### config.mk
export PLATFORM = sky130hd
export DESIGN_NAME = actuator_move_supervisor
export DESIGN_NICKNAME = d
export VERILOG_FILES = /design/src/hw/rtl/ams_pkg.sv /design/src/hw/rtl/actuator_move_supervisor.sv
export SDC_FILE = /design/constraint.sdc
export NUM_CORES = 1
export LEC_CHECK = 0
export BUFFER_PORTS_ARGS = -buffer_cell sky130_fd_sc_hd__buf_2
export CAP_MARGIN = 30
export CORE_MARGIN = 4
export CORE_UTILIZATION = 55
export CTS_CLUSTER_DIAMETER = 200
export CTS_CLUSTER_SIZE = 40
export DETAILED_ROUTE_END_ITERATION = 10
export PLACE_DENSITY = 0.73
export SLEW_MARGIN = 5
export SYNTH_ARGS = -nofsm -noshare
export SYNTH_HDL_FRONTEND = slang
export SYNTH_SLANG_ARGS = --single-unit
### constraint.sdc
create_clock -name clk -period 8.6 [get_ports clk]
set_input_delay 1.72 -clock clk [delete_from_list [all_inputs] [get_ports clk]]
set_output_delay 1.72 -clock clk [all_outputs]
set_load 0.005 [all_outputs]
### src/hw/rtl/ams_pkg.sv
`default_nettype none

package ams_pkg;

  // Default number of fraction bits of all fixed-point positions.
  localparam int FracBitsDefault = 16;

  // Field widths.
  localparam int PosW      = 32;
  localparam int TolW      = 31;
  localparam int StallW    = 8;
  localparam int EpsW      = 16;
  localparam int RetryW    = 4;
  localparam int StatusW   = 3;
  localparam int ReqW      = 2;

  // Configuration port.
  localparam int AddrW     = 5;
  localparam int DataW     = 32;
  localparam logic [2:0] REG_TARGET      = 3'd0;
  localparam logic [2:0] REG_TOLERANCE   = 3'd1;
  localparam logic [2:0] REG_STALL_LIMIT = 3'd2;
  localparam logic [2:0] REG_STALL_EPS   = 3'd3;
  localparam logic [2:0] REG_RETRY_LIMIT = 3'd4;

  // Reset values of the limits that do not depend on the fixed-point format.
  localparam logic [StallW-1:0] StallLimitReset = 8'd38;
  localparam logic [RetryW-1:0] RetryLimitReset = 4'd4;

  // Request kinds.
  typedef enum logic [ReqW-1:0] {
    REQ_START = 2'd0,
    REQ_POLL  = 2'd1,
    REQ_FINAL = 2'd2,
    REQ_ABORT = 2'd3
  } req_t;

  // Result status codes.
  typedef enum logic [StatusW-1:0] {
    ST_POLLING    = 3'd0,
    ST_REACHED    = 3'd1,
    ST_REISSUE    = 3'd2,
    ST_TIMEOUT    = 3'd3,
    ST_FINAL_OK   = 3'd4,
    ST_FINAL_FAIL = 3'd5,
    ST_ABORTED    = 3'd6,
    ST_IGNORED    = 3'd7
  } status_t;

endpackage

`default_nettype wire

### src/hw/rtl/actuator_move_supervisor.sv
// A result appears on the master side in the cycle after its request is accepted.
// Throughput: one request per cycle with m_tready high, set by one registered update.
// A new request is taken in the same cycle as the previous result leaves; a result that
// waits for m_tready holds s_tready low.
// Reset (rst, synchronous, active high) clears the move state and counters, sets the
// previous reading to -1.0 and loads the configuration registers with their defaults.
`default_nettype none

module actuator_move_supervisor #(
  parameter int FRAC_BITS = ams_pkg::FracBitsDefault
) (
  input  wire logic                       clk,
  input  wire logic                       rst,
  // Request stream.
  input  wire logic                       s_tvalid,
  output logic                            s_tready,
  input  wire logic [39:0]                s_tdata,   // moving, reading[32:1], zero pad
  input  wire logic [2:0]                 s_tuser,   // req_type[1:0], reading_valid[2]
  // Result stream.
  output logic                            m_tvalid,
  input  wire logic                       m_tready,
  output logic [47:0]                     m_tdata,   // position_out, stall_count_out,
                                                     // retry_count_out, zero pad
  output logic [2:0]                      m_tuser,   // status
  // Configuration port.
  input  wire logic                       psel,
  input  wire logic                       penable,
  input  wire logic                       pwrite,
  input  wire logic [ams_pkg::AddrW-1:0]  paddr,
  input  wire logic [ams_pkg::DataW-1:0]  pwdata,
  output logic [ams_pkg::DataW-1:0]       prdata,
  output logic                            pready
);

  localparam int PosW   = ams_pkg::PosW;
  localparam int TolW   = ams_pkg::TolW;
  localparam int StallW = ams_pkg::StallW;
  localparam int EpsW   = ams_pkg::EpsW;
  localparam int RetryW = ams_pkg::RetryW;

  // Reset values that follow from the fixed-point format.
  localparam longint OneFix = longint'(1) << FRAC_BITS;
  localparam logic [TolW-1:0] TolReset = TolW'((OneFix * 5 + 50) / 100);
  localparam logic [EpsW-1:0] EpsReset = EpsW'((OneFix + 500) / 1000);
  localparam logic [PosW-1:0] LastReadingReset = PosW'(-OneFix);

  localparam logic [StallW-1:0] StallMax = {StallW{1'b1}};
  localparam logic [RetryW-1:0] RetryMax = {RetryW{1'b1}};

  // Configuration registers.
  logic signed [PosW-1:0] target_position;
  logic [TolW-1:0]        tolerance;
  logic [StallW-1:0]      stall_limit;
  logic [EpsW-1:0]        stall_epsilon;
  logic [RetryW-1:0]      retry_limit;

  // Move state.
  logic                   running, running_next;
  logic                   awaiting_final, awaiting_final_next;
  logic [StallW-1:0]      stall_tally, stall_tally_next;
  logic [RetryW-1:0]      retry_count, retry_count_next;
  logic signed [PosW-1:0] last_reading, last_reading_next;
  logic                   last_valid, last_valid_next;
  logic signed [PosW-1:0] stored_position, stored_position_next;

  // Result register.
  ams_pkg::status_t       out_status;
  ams_pkg::status_t       status_next;

  // Unpacked request fields.
  ams_pkg::req_t          req_type;
  logic                   moving;
  logic signed [PosW-1:0] reading;
  logic                   reading_valid;

  logic                   cfg_write;
  logic [2:0]             cfg_idx;
  logic                   in_accept;

  // Distance arithmetic, exact in 34 bits.
  logic signed [33:0]     step_diff;
  logic signed [33:0]     final_diff;
  logic signed [33:0]     eps_ext;
  logic signed [33:0]     tol_ext;
  logic signed [33:0]     reading_ext;
  logic signed [33:0]     win_low;
  logic signed [33:0]     win_high;
  logic                   stall;
  logic                   in_window;
  logic                   final_ok;
  logic [StallW-1:0]      stall_inc;
  logic [RetryW-1:0]      retry_inc;

  assign req_type      = ams_pkg::req_t'(s_tuser[1:0]);
  assign reading_valid = s_tuser[2];
  assign moving        = s_tdata[0];
  assign reading       = s_tdata[PosW:1];

  assign in_accept = s_tvalid && s_tready;
  assign s_tready  = !m_tvalid || m_tready;

  // Configuration write and read-back.
  assign pready    = 1'b1;
  assign cfg_idx   = paddr[4:2];
  assign cfg_write = psel && penable && pwrite && pready;

  always_ff @(posedge clk) begin
    if (rst) begin
      target_position <= '0;
      tolerance       <= TolReset;
      stall_limit     <= ams_pkg::StallLimitReset;
      stall_epsilon   <= EpsReset;
      retry_limit     <= ams_pkg::RetryLimitReset;
    end else if (cfg_write) begin
      case (cfg_idx)
        ams_pkg::REG_TARGET:      target_position <= pwdata[PosW-1:0];
        ams_pkg::REG_TOLERANCE:   tolerance       <= pwdata[TolW-1:0];
        ams_pkg::REG_STALL_LIMIT: stall_limit     <= pwdata[StallW-1:0];
        ams_pkg::REG_STALL_EPS:   stall_epsilon   <= pwdata[EpsW-1:0];
        ams_pkg::REG_RETRY_LIMIT: retry_limit     <= pwdata[RetryW-1:0];
        default: begin
        end
      endcase
    end
  end

  always_comb begin
    case (cfg_idx)
      ams_pkg::REG_TARGET:      prdata = target_position;
      ams_pkg::REG_TOLERANCE:   prdata = {1'b0, tolerance};
      ams_pkg::REG_STALL_LIMIT: prdata = {24'd0, stall_limit};
      ams_pkg::REG_STALL_EPS:   prdata = {16'd0, stall_epsilon};
      ams_pkg::REG_RETRY_LIMIT: prdata = {28'd0, retry_limit};
      default:                  prdata = '0;
    endcase
  end

  // Comparisons against the previous reading and the target window.
  assign reading_ext = 34'(reading);
  assign eps_ext     = {18'd0, stall_epsilon};
  assign tol_ext     = {3'd0, tolerance};
  assign step_diff   = reading_ext - 34'(last_reading);
  assign final_diff  = reading_ext - 34'(target_position);
  assign win_low     = 34'(target_position) - tol_ext;
  assign win_high    = 34'(target_position) + tol_ext;

  assign stall     = !last_valid || !reading_valid ||
                     ((step_diff < eps_ext) && (step_diff > -eps_ext));
  assign in_window = reading_valid && (reading_ext >= win_low) && (reading_ext <= win_high);
  assign final_ok  = reading_valid && (final_diff < tol_ext) && (final_diff > -tol_ext);

  assign stall_inc = (stall_tally == StallMax) ? stall_tally : stall_tally + 1'b1;
  assign retry_inc = (retry_count == RetryMax) ? retry_count : retry_count + 1'b1;

  // Next state and status for the request at the slave side.
  always_comb begin
    running_next         = running;
    awaiting_final_next  = awaiting_final;
    stall_tally_next     = stall_tally;
    retry_count_next     = retry_count;
    last_reading_next    = last_reading;
    last_valid_next      = last_valid;
    stored_position_next = stored_position;
    status_next          = ams_pkg::ST_IGNORED;

    case (req_type)
      ams_pkg::REQ_START: begin
        running_next        = 1'b1;
        awaiting_final_next = 1'b0;
        stall_tally_next    = '0;
        retry_count_next    = '0;
        last_reading_next   = LastReadingReset;
        last_valid_next     = 1'b1;
        status_next         = ams_pkg::ST_POLLING;
      end
      ams_pkg::REQ_POLL: begin
        if (running) begin
          if (reading_valid) begin
            stored_position_next = reading;
          end
          if (moving) begin
            status_next = ams_pkg::ST_POLLING;
            if (stall) begin
              stall_tally_next = stall_inc;
              if (stall_inc > stall_limit) begin
                running_next = 1'b0;
                status_next  = ams_pkg::ST_TIMEOUT;
              end
            end else begin
              stall_tally_next = '0;
            end
            last_reading_next = reading;
            last_valid_next   = reading_valid;
          end else if (in_window) begin
            running_next        = 1'b0;
            awaiting_final_next = 1'b1;
            status_next         = ams_pkg::ST_REACHED;
          end else if (retry_inc > retry_limit) begin
            retry_count_next = '0;
            status_next      = ams_pkg::ST_REISSUE;
          end else begin
            retry_count_next = retry_inc;
            status_next      = ams_pkg::ST_POLLING;
          end
        end
      end
      ams_pkg::REQ_FINAL: begin
        if (awaiting_final) begin
          awaiting_final_next = 1'b0;
          if (reading_valid) begin
            stored_position_next = reading;
          end
          status_next = final_ok ? ams_pkg::ST_FINAL_OK : ams_pkg::ST_FINAL_FAIL;
        end
      end
      ams_pkg::REQ_ABORT: begin
        if (running || awaiting_final) begin
          running_next        = 1'b0;
          awaiting_final_next = 1'b0;
          status_next         = ams_pkg::ST_ABORTED;
        end
      end
      default: begin
      end
    endcase
  end

  // State update and result register, loaded with every accepted transaction.
  always_ff @(posedge clk) begin
    if (rst) begin
      running         <= 1'b0;
      awaiting_final  <= 1'b0;
      stall_tally     <= '0;
      retry_count     <= '0;
      last_reading    <= LastReadingReset;
      last_valid      <= 1'b1;
      stored_position <= '0;
      m_tvalid        <= 1'b0;
    end else begin
      if (in_accept) begin
        running         <= running_next;
        awaiting_final  <= awaiting_final_next;
        stall_tally     <= stall_tally_next;
        retry_count     <= retry_count_next;
        last_reading    <= last_reading_next;
        last_valid      <= last_valid_next;
        stored_position <= stored_position_next;
        m_tvalid        <= 1'b1;
      end else if (m_tready) begin
        m_tvalid        <= 1'b0;
      end
    end
  end

  always_ff @(posedge clk) begin
    if (in_accept) begin
      out_status <= status_next;
    end
  end

  // The counters and position on the result side are the state after the request.
  assign m_tdata = {4'd0, retry_count, stall_tally, stored_position};
  assign m_tuser = out_status;

  // A move is never both running and waiting for its final check.
  assert property (@(posedge clk) disable iff (rst) !(running && awaiting_final))
    else $error("running and awaiting_final set together");

  // A start request leaves a fresh, running move.
  assert property (@(posedge clk) disable iff (rst)
    in_accept && req_type == ams_pkg::REQ_START |=>
      running && stall_tally == '0 && retry_count == '0 && last_valid)
    else $error("start did not rearm the move");

  // A stall timeout always ends the move.
  assert property (@(posedge clk) disable iff (rst)
    in_accept && status_next == ams_pkg::ST_TIMEOUT |=> !running && m_tvalid)
    else $error("timeout left the move running");

  // A reissue is reported with a cleared retry count.
  assert property (@(posedge clk) disable iff (rst)
    m_tvalid && out_status == ams_pkg::ST_REISSUE |-> retry_count == '0)
    else $error("reissue with nonzero retry count");

endmodule

`default_nettype wire
==> reports/metrics.csv, run 1 <==
metric,value,unit
num_antenna_cells,0,
grt_pass1_wl,96100,um
avgSynthCellArea,7.57,um^2
rsz0062_at_grt,no,
rr_endpoint,retry_count[1],
maxCapViolCount,0,
cts_max_level,4,
r2r-start,tolerance[2],
nets,3020,
clock_latency,0.46,ns
leakagePower,9.34,nW
cts_tree,done,
crit_start,tolerance[2],
antenna_found_initial,1,
vias,18591,
worstHoldPathType,register to register,
seq_area_frac_synth,18.5,%
ctsResizeCount,0,
ys_top_cells_by_area,"ha_1 (21%), dfxtp_1 (18%), a21oi_1 (7.2%)",
rows,67,
wl_per_cell,19.9,um
fin_cells,3069,
wl,61100,um
clockBufferDepth,2,
place_inst,3035,
setup_slack,1.28,ns
grt_usage,31.2,%
postLayoutCoreUtil,61.4,%
cts_hold_buf,0,
netlist_top_cells_count,"ha_1 (321), nand2_1 (311), a21oi_1 (274), inv_1 (194), nor2_1 (188)",
end_kind,register,
die_h,194,um
cp.required,8.95,ns
finalSetupTns,0,ns
final_layout_size_suffix_gt1_share,10.4,%
grt_pass1_vias,17873,
total_power,2.19,mW
post-cts-setup-buffer-count,0,
p_per_area,106,nW/um^2
place.gp.congestion,0.972,
synth_ff_type,dfxtp_1,
synthCells,2513,
dr.pass1.iters,6,
maxSlewHeadroom,32.3,%
synth_edf_count,3,
yosysTopAreaCell,ha_1,
post_drt_via_cell_ratio,6.06,
min_period,7.32,ns
crit_arrival,7.67,ns
fin_worst_skew,0.00952,ns
max_stage_delay,0.70,ns
worst_pin_slew,1.01,ns
irDropWorstVdd,0.000216,V
place_ws,1.00,ns
slew_violations,0,
async_reset_ff_share,0,%
path_clk_slew,0.08,ns
cp_slowest_cell,nor4_1,
yosysUniqueCellTypes,105,
status,completed,
min_path_cells,2,
antenna_left,0,
crit_fanout,7,
hold_violations,0,
ys_ff_latch,174,
fin_crit_sh,85.1,%
netlist.area_leader.share,21.1,%
path_common_cell,a21oi_1,
port_buffers,158,
dieArea,37600,um^2
ios,173,
worstSetupStartpointType,register,
reg2reg_slack,1.28,ns
criticalPathCategory,register to register,
yosysMostFrequentCell,ha_1,
overflow,0,
n_fill_cell,3101,
drc,0,
coreArea,33800,um^2
numCtsBuffers,17,
area_growth,9.06,%
cts.sinks,174,
holdCritStartpoint,stored_position[25],
path_cells,"inv_1, ha_1, o21bai_1, a21oi_1, o211ai_1, a21oi_2, o21ai_0, a21oi_1, o31ai_2, a311o_2, a21o_1, a21o_1, a21oi_1, xnor2_1, ha_1, nand4_1, nor4_1, nand4_1, o21ai_0, o22ai_1, o21ai_1, nand3b_1, a211o_1, mux2_2",
drtIter0Drc,1556,
dp.final_hpwl,48900,um
floorplan.initialDensity,56.3,%
reg2reg_depth,24,
synth_area,19000,um^2
die_w,194,um
setup_viol,0,
min_to,stored_position[25],
clock.fmax,137,MHz
ys.warnings.count,0,
grt_max_degree,99,
root_buffer,clkbuf_16,
-- power breakdown --
part | leakage, nW | switching, mW | internal, mW
Clock | 0.294 | 0.418 | 0.396
Combinational | 7.64 | 0.335 | 0.217
Sequential | 1.41 | 0.00988 | 0.816
Total | 9.34 | 0.764 | 1.43
-- cell type report --
type / instances / area, um^2 / area share, %
multi-input cells: 2043 / 14400 / 69.2
flip-flops and latches: 174 / 3510 / 16.9
repair buffers: 173 / 953 / 4.60
inverters: 199 / 747 / 3.60
well taps: 448 / 561 / 2.70
clock buffers: 17 / 425 / 2.05
clock inverters: 15 / 183 / 0.881
-- through the flow --
step	hold slack [ns]	cell area (um^2)
after detailed placement	0.447	20100
after floorplan	0.432	19000
after global placement	0.439	20100
final	0.455	20700
after global routing	0.469	20700
after CTS	0.459	20700
-- metal layers --
layer | global-route usage (%) | wire length (um)
met1 | 41.1 | 26800
met2 | 51.3 | 27500
met3 | 5.56 | 4280
met4 | 11.8 | 2470
met5 | 0 | 0
-- cell usage in the layout, fill, tap and decap left out, types with 26 or more instances in the layout --
cell / Yosys / routed
a211o_1: 26 / 26
ha_1: 321 / 321
nor3_1: 63 / 62
nor2b_1: 41 / 41
xor2_1: 26 / 26
nor4_1: 26 / 26
inv_1: 194 / 194
nand2_1: 311 / 311
a21oi_1: 274 / 274
xnor2_1: 129 / 129
nand2b_1: 33 / 33
nand3_1: 52 / 52
a21o_1: 74 / 74
dfxtp_1: 171 / 171
buf_2: 3 / 157
nor2_1: 188 / 188
nand4_1: 48 / 48
o21bai_1: 38 / 38
o21ai_0: 98 / 98
-- critical path, delay by kind of cell (launching register included) --
| kind | cells | cell delay, ns |
|---|---|---|
| compound gates | 15 | 4.09 |
| simple gates | 4 | 1.30 |
| fa+ha+maj | 2 | 0.78 |
| flops | 1 | 0.46 |
| mux | 1 | 0.30 |
| buf+inv | 1 | 0.15 |
| xor+xnor | 1 | 0.10 |
-- registers in the layout, summed over array words and instances (netlist names) --
signal / count
target_position: 32
last_reading: 32
retry_limit: 4
retry_count: 4
stored_position: 32
running: 1
stall_tally: 8
awaiting_final: 1
m_tvalid: 1
stall_epsilon: 16
m_tuser: 3
stall_limit: 8
last_valid: 1
tolerance: 31
-- cell families (layout without fill, tap and decap cells) --
kind of cell,after synthesis,count (layout),synth area share [%]
AO/OA/AOI/OAI,678,678,23.1
adder cells (fa/ha/maj),325,325,21.5
XOR/XNOR,156,156,7.22
buffers and inverters,299,404,6.18
AND/OR/NAND/NOR,850,850,21.6
multiplexers,29,29,1.82
other,2,5,0.0395
flip-flops,174,174,18.5
-- how the worst max path moves through the flow --
stage | to
after global routing | m_tuser[0]
after floorplan | m_tuser[0]
final | retry_count[1]
after CTS | m_tuser[0]
after global placement | m_tuser[0]
after detailed placement | m_tuser[0]
(Power assumes the default switching activity.)
==> run 2, diff against run 1 <==
--- a/config.mk
+++ b/config.mk
@@ -8,11 +8,11 @@
 export BUFFER_PORTS_ARGS = -buffer_cell sky130_fd_sc_hd__buf_2
 export CAP_MARGIN = 30
 export CORE_MARGIN = 4
-export CORE_UTILIZATION = 55
+export CORE_UTILIZATION = 40
 export CTS_CLUSTER_DIAMETER = 200
 export CTS_CLUSTER_SIZE = 40
 export DETAILED_ROUTE_END_ITERATION = 10
-export PLACE_DENSITY = 0.73
+export PLACE_DENSITY = 0.55
 export SLEW_MARGIN = 5
 export SYNTH_ARGS = -nofsm -noshare
 export SYNTH_HDL_FRONTEND = slang
==> reports/metrics.csv, run 2 (synthesis gave the netlist of run 1 again) <==
metric,value,unit
status,completed,
multi_input_area,14400,um^2
dpl_cell_area,20300,um^2
crit_arrival,7.60,ns
post-cts-setup-buffer-count,0,
switchingPower,0.731,mW
r2r-start,tolerance[2],
fin_crit_sh,85.5,%
ctsResizeCount,0,
cts.sinks,174,
rows,79,
die_w,226,um
p_per_area,107,nW/um^2
hold_violations,0,
fin_worst_skew,0.0105,ns
max_stage_delay,0.51,ns
rsz0062_at_grt,no,
coreArea,46800,um^2
finalSetupTns,0,ns
die_h,226,um
irDropWorstVdd,0.000162,V
min_path_cells,2,
n_fill_cell,4784,
reg2reg_depth,25,
numCtsBuffers,17,
cts_max_level,4,
port_buffers,158,
wl_per_cell,20.1,um
worstHoldPathType,register to register,
worst_pin_slew,0.983,ns
min_to,stored_position[9],
crit_fanout,3,
rr_endpoint,retry_count[1],
maxSlewHeadroom,34.5,%
nets,3025,
reg2reg_slack,1.40,ns
total_power,2.23,mW
netSwitchingFraction,32.7,%
drtIter0Drc,1299,
vias,18188,
place.gp.congestion,0.959,
criticalPathCategory,primary input to register,
most-common-layout-cells,"ha_1 (321), nand2_1 (311), a21oi_1 (274), inv_1 (194), nor2_1 (188)",
cp.required,8.85,ns
worstSetupStartpointType,primary input,
setup_slack,1.25,ns
path_clk_slew,0.07,ns
layout.area.seq,3510,um^2
post_drt_via_cell_ratio,5.63,
wl,65000,um
root_buffer,clkbuf_16,
grt_usage,25.1,%
antenna_left,0,
overflow,0,
clockBufferDepth,2,
clockPowerShare,38.1,%
layout.cells.most_common,ha_1,
clock.fmax,136,MHz
p_int,1.50,mW
slew_violations,0,
floorplan.initialDensity,40.7,%
drc,0,
setup_viol,0,
cp_slowest_cell,a2111oi_0,
dr.pass1.iters,8,
min_period,7.35,ns
dieArea,51100,um^2
grt_pass1_vias,17405,
grt_pass1_wl,100000,um
cts_tree,done,
cts_hold_buf,0,
power.share.sequential,37.0,%
holdCritStartpoint,stored_position[9],
leakagePower,9.36,nW
ios,173,
comb_power_share,24.9,%
grt_max_degree,90,
area_growth,10.2,%
end_kind,register,
dp.final_hpwl,52400,um
clock_latency,0.49,ns
place_ws,0.729,ns
postLayoutCoreUtil,44.8,%
fin_area,21000,um^2
antenna_found_initial,0,
maxCapViolCount,0,
final_layout_size_suffix_gt1_share,10.6,%
path_common_cell,a21o_1,
reg_top3,"last_reading x32, stored_position x32, target_position x32",
## run 2: cell count changes in the layout (fill, tap and decap cells not counted), sizes merged
cell / change
diode: +1
clkinvlp: +1
bufinv: +3
clkbuf: +1
inv: -3
clkinv: -3
buf: +5
## run 2: final cells by class
cell class	count	share of cell area [%]
antenna	1	0.0119
clock buffer	18	2.10
clock inverter	13	0.854
inverter	199	3.56
multi-input combinational	2043	68.5
sequential	174	16.8
tap	607	3.62
timing repair buffer	178	4.57
## run 2: worst max path at each step
stage	start	endpoint	slack [ns]	cells after the start
finish	s_tdata[1]	m_tuser[0]	1.25	29
global route	s_tdata[1]	m_tuser[0]	0.89	29
CTS	s_tdata[1]	m_tuser[0]	1.23	29
detailed placement	s_tdata[1]	m_tuser[0]	0.73	29
global placement	s_tdata[1]	m_tuser[0]	0.77	29
floorplan	s_tdata[1]	m_tuser[0]	2.23	28
## run 2: per-stage QoR
step                      std cells  hold slack (ns)
after detailed placement       3199            0.443
after global placement         3199            0.438
after CTS                      3230            0.454
after global routing           3232            0.475
final                          3233            0.452
after floorplan                2516            0.432
## run 2: layer usage
metal,vias up,part of all wire (%),GRT usage (%)
met5,-,0,0
met3,78,5.1,3.98
met4,0,2.6,7.01
met2,512,46,41.2
li1,9084,-,-
met1,8514,47,34.3
## run 2: power groups by stage
| stage | Combinational, mW | Clock (mW) | Sequential (mW) |
|---|---|---|---|
| after floorplan | 0.377 | 0 | 0.841 |
| after global placement | 0.537 | 0 | 0.845 |
| after detailed placement | 0.546 | 0 | 0.845 |
| after CTS | 0.551 | 0.873 | 0.826 |
| after global routing | 0.623 | 0.909 | 0.827 |
| final | 0.555 | 0.852 | 0.827 |
## run 2: worst max-delay path, delay by kind of cell
kind	cells	cell delay [ns]
buffers and inverters	3	0.34
XOR/XNOR	1	0.18
adder cells (fa/ha/maj)	3	0.86
AND/OR/NAND/NOR	4	0.60
AO/OA/AOI/OAI	18	3.87
==> run 3, diff against run 2 <==
--- a/config.mk
+++ b/config.mk
@@ -13,6 +13,7 @@
 export CTS_CLUSTER_SIZE = 40
 export DETAILED_ROUTE_END_ITERATION = 10
 export PLACE_DENSITY = 0.55
+export RECOVER_POWER = 100
 export SLEW_MARGIN = 5
 export SYNTH_ARGS = -nofsm -noshare
 export SYNTH_HDL_FRONTEND = slang
==> reports/metrics.csv, run 3 (synthesis gave the netlist of run 1 again) <==
metric,value,unit
die_w,226,um
cp.required,8.84,ns
worstSetupStartpointType,primary input,
final_layout_size_suffix_gt1_share,7.89,%
dieArea,51100,um^2
layout.cells.most_common,ha_1,
leakagePower,9.07,nW
criticalPathCategory,primary input to register,
wl_per_cell,20.2,um
dp.final_hpwl,52400,um
cp_slowest_cell,nor4_1,
path_clk_slew,0.07,ns
rsz0062_at_grt,no,
root_buffer,clkbuf_16,
fin_crit_sh,90.6,%
maxCapViolCount,3,
finalSetupTns,0,ns
maxSlewHeadroom,-166,%
coreArea,46800,um^2
setup_slack,0.804,ns
place_ws,0.729,ns
drtIter0Drc,1266,
post_drt_via_cell_ratio,5.65,
clock.fmax,128,MHz
total_power,2.23,mW
grt_max_degree,90,
rows,79,
num_antenna_cells,0,
reg2reg_slack,1.02,ns
cp_top_family,compound AO/OA/AOI/OAI gates,
cts.sinks,174,
drc,0,
antenna_left,0,
cts_hold_buf,0,
end_kind,register,
clock_latency,0.49,ns
overflow,0,
p_per_area,107,nW/um^2
worstHoldPathType,register to register,
hold_violations,0,
crit_arrival,8.04,ns
wl,65100,um
die_h,226,um
crit_fanout,5,
vias,18272,
dr.pass1.iters,8,
reg_top3,"last_reading x32, stored_position x32, target_position x32",
reg2reg_depth,25,
rr_endpoint,retry_count[1],
holdCritStartpoint,stored_position[2],
min_to,stored_position[2],
ios,173,
fin_worst_skew,0.0121,ns
floorplan.initialDensity,40.7,%
post-cts-setup-buffer-count,0,
grt_pass1_wl,100000,um
cts_tree,done,
antenna_found_initial,0,
place.gp.congestion,0.959,
clockBufferDepth,2,
slew_violations,196,
min_period,7.80,ns
nets,3025,
port_buffers,158,
crit_buf_inv,4,
ctsResizeCount,0,
max_stage_delay,0.87,ns
grt_usage,25.1,%
most-common-layout-cells,"ha_1 (321), nand2_1 (311), a21oi_1 (275), inv_1 (194), nor2_1 (188)",
min_path_cells,2,
worst_pin_slew,3.99,ns
r2r-start,tolerance[2],
grt_pass1_vias,17405,
irDropWorstVdd,0.000161,V
area_growth,9.48,%
violations,"capacitance limit, slew limit",
setup_viol,0,
cts_max_level,4,
numCtsBuffers,17,
status,"finished, violations left",
run 3: cell types whose count changed in the layout (fill, tap and decap cells not counted), sizes merged:
cell / delta
buf: -70
clkbuf: +70
diode: -1
run 3: power breakdown:
part / internal, mW / switching, mW
Clock: 0.470 / 0.384
Sequential: 0.816 / 0.0102
Combinational: 0.215 / 0.338
Total: 1.50 / 0.733
run 3: worst max path at each step:
stage / slack [ns] / endpoint / cells after the start / startpoint
2_1_floorplan: 2.23 / m_tuser[0] / 28 / s_tdata[1]
3_3_place_gp: 0.77 / m_tuser[0] / 29 / s_tdata[1]
3_5_place_dp: 0.73 / m_tuser[0] / 29 / s_tdata[1]
4_1_cts: 1.23 / m_tuser[0] / 29 / s_tdata[1]
5_1_grt: 0.46 / running / 27 / s_tdata[1]
6_report: 0.80 / running / 27 / s_tdata[1]
run 3: worst min-delay path: cells and delay by family (launching register included):
family             cells  cell delay, ns
and+or+nand+nor        1            0.05
DFF                    1            0.31
AOI/OAI and AO/OA      1            0.05
run 3: cell type report:
class / count / area [um^2]
fillers: 4831 / 25900
clock buffers: 18 / 439
clock inverters: 13 / 179
multi-input cells: 2043 / 14300
inverters: 199 / 747
well taps: 607 / 759
repair buffers: 178 / 857
flip-flops and latches: 174 / 3510
run 3: metal layers:
metal	vias up	wire length, um	GRT usage (%)	share of wire, %
met5	-	0	0	0
met4	0	1660	7.01	2.6
met3	75	3890	3.98	6.0
met2	582	29700	41.2	46
met1	8537	29900	34.3	46
li1	9078	-	-	-
run 3: per-stage QoR:
step | hold slack [ns] | area, um^2 | instances | util [%]
global route | 0.475 | 20800 | 3232 | 44.5
finish | 0.452 | 20800 | 3232 | 44.5
CTS | 0.454 | 20900 | 3230 | 44.8
global placement | 0.438 | 20300 | 3199 | 43.4
floorplan | 0.432 | 19000 | 2516 | -
detailed placement | 0.443 | 20300 | 3199 | 43.4
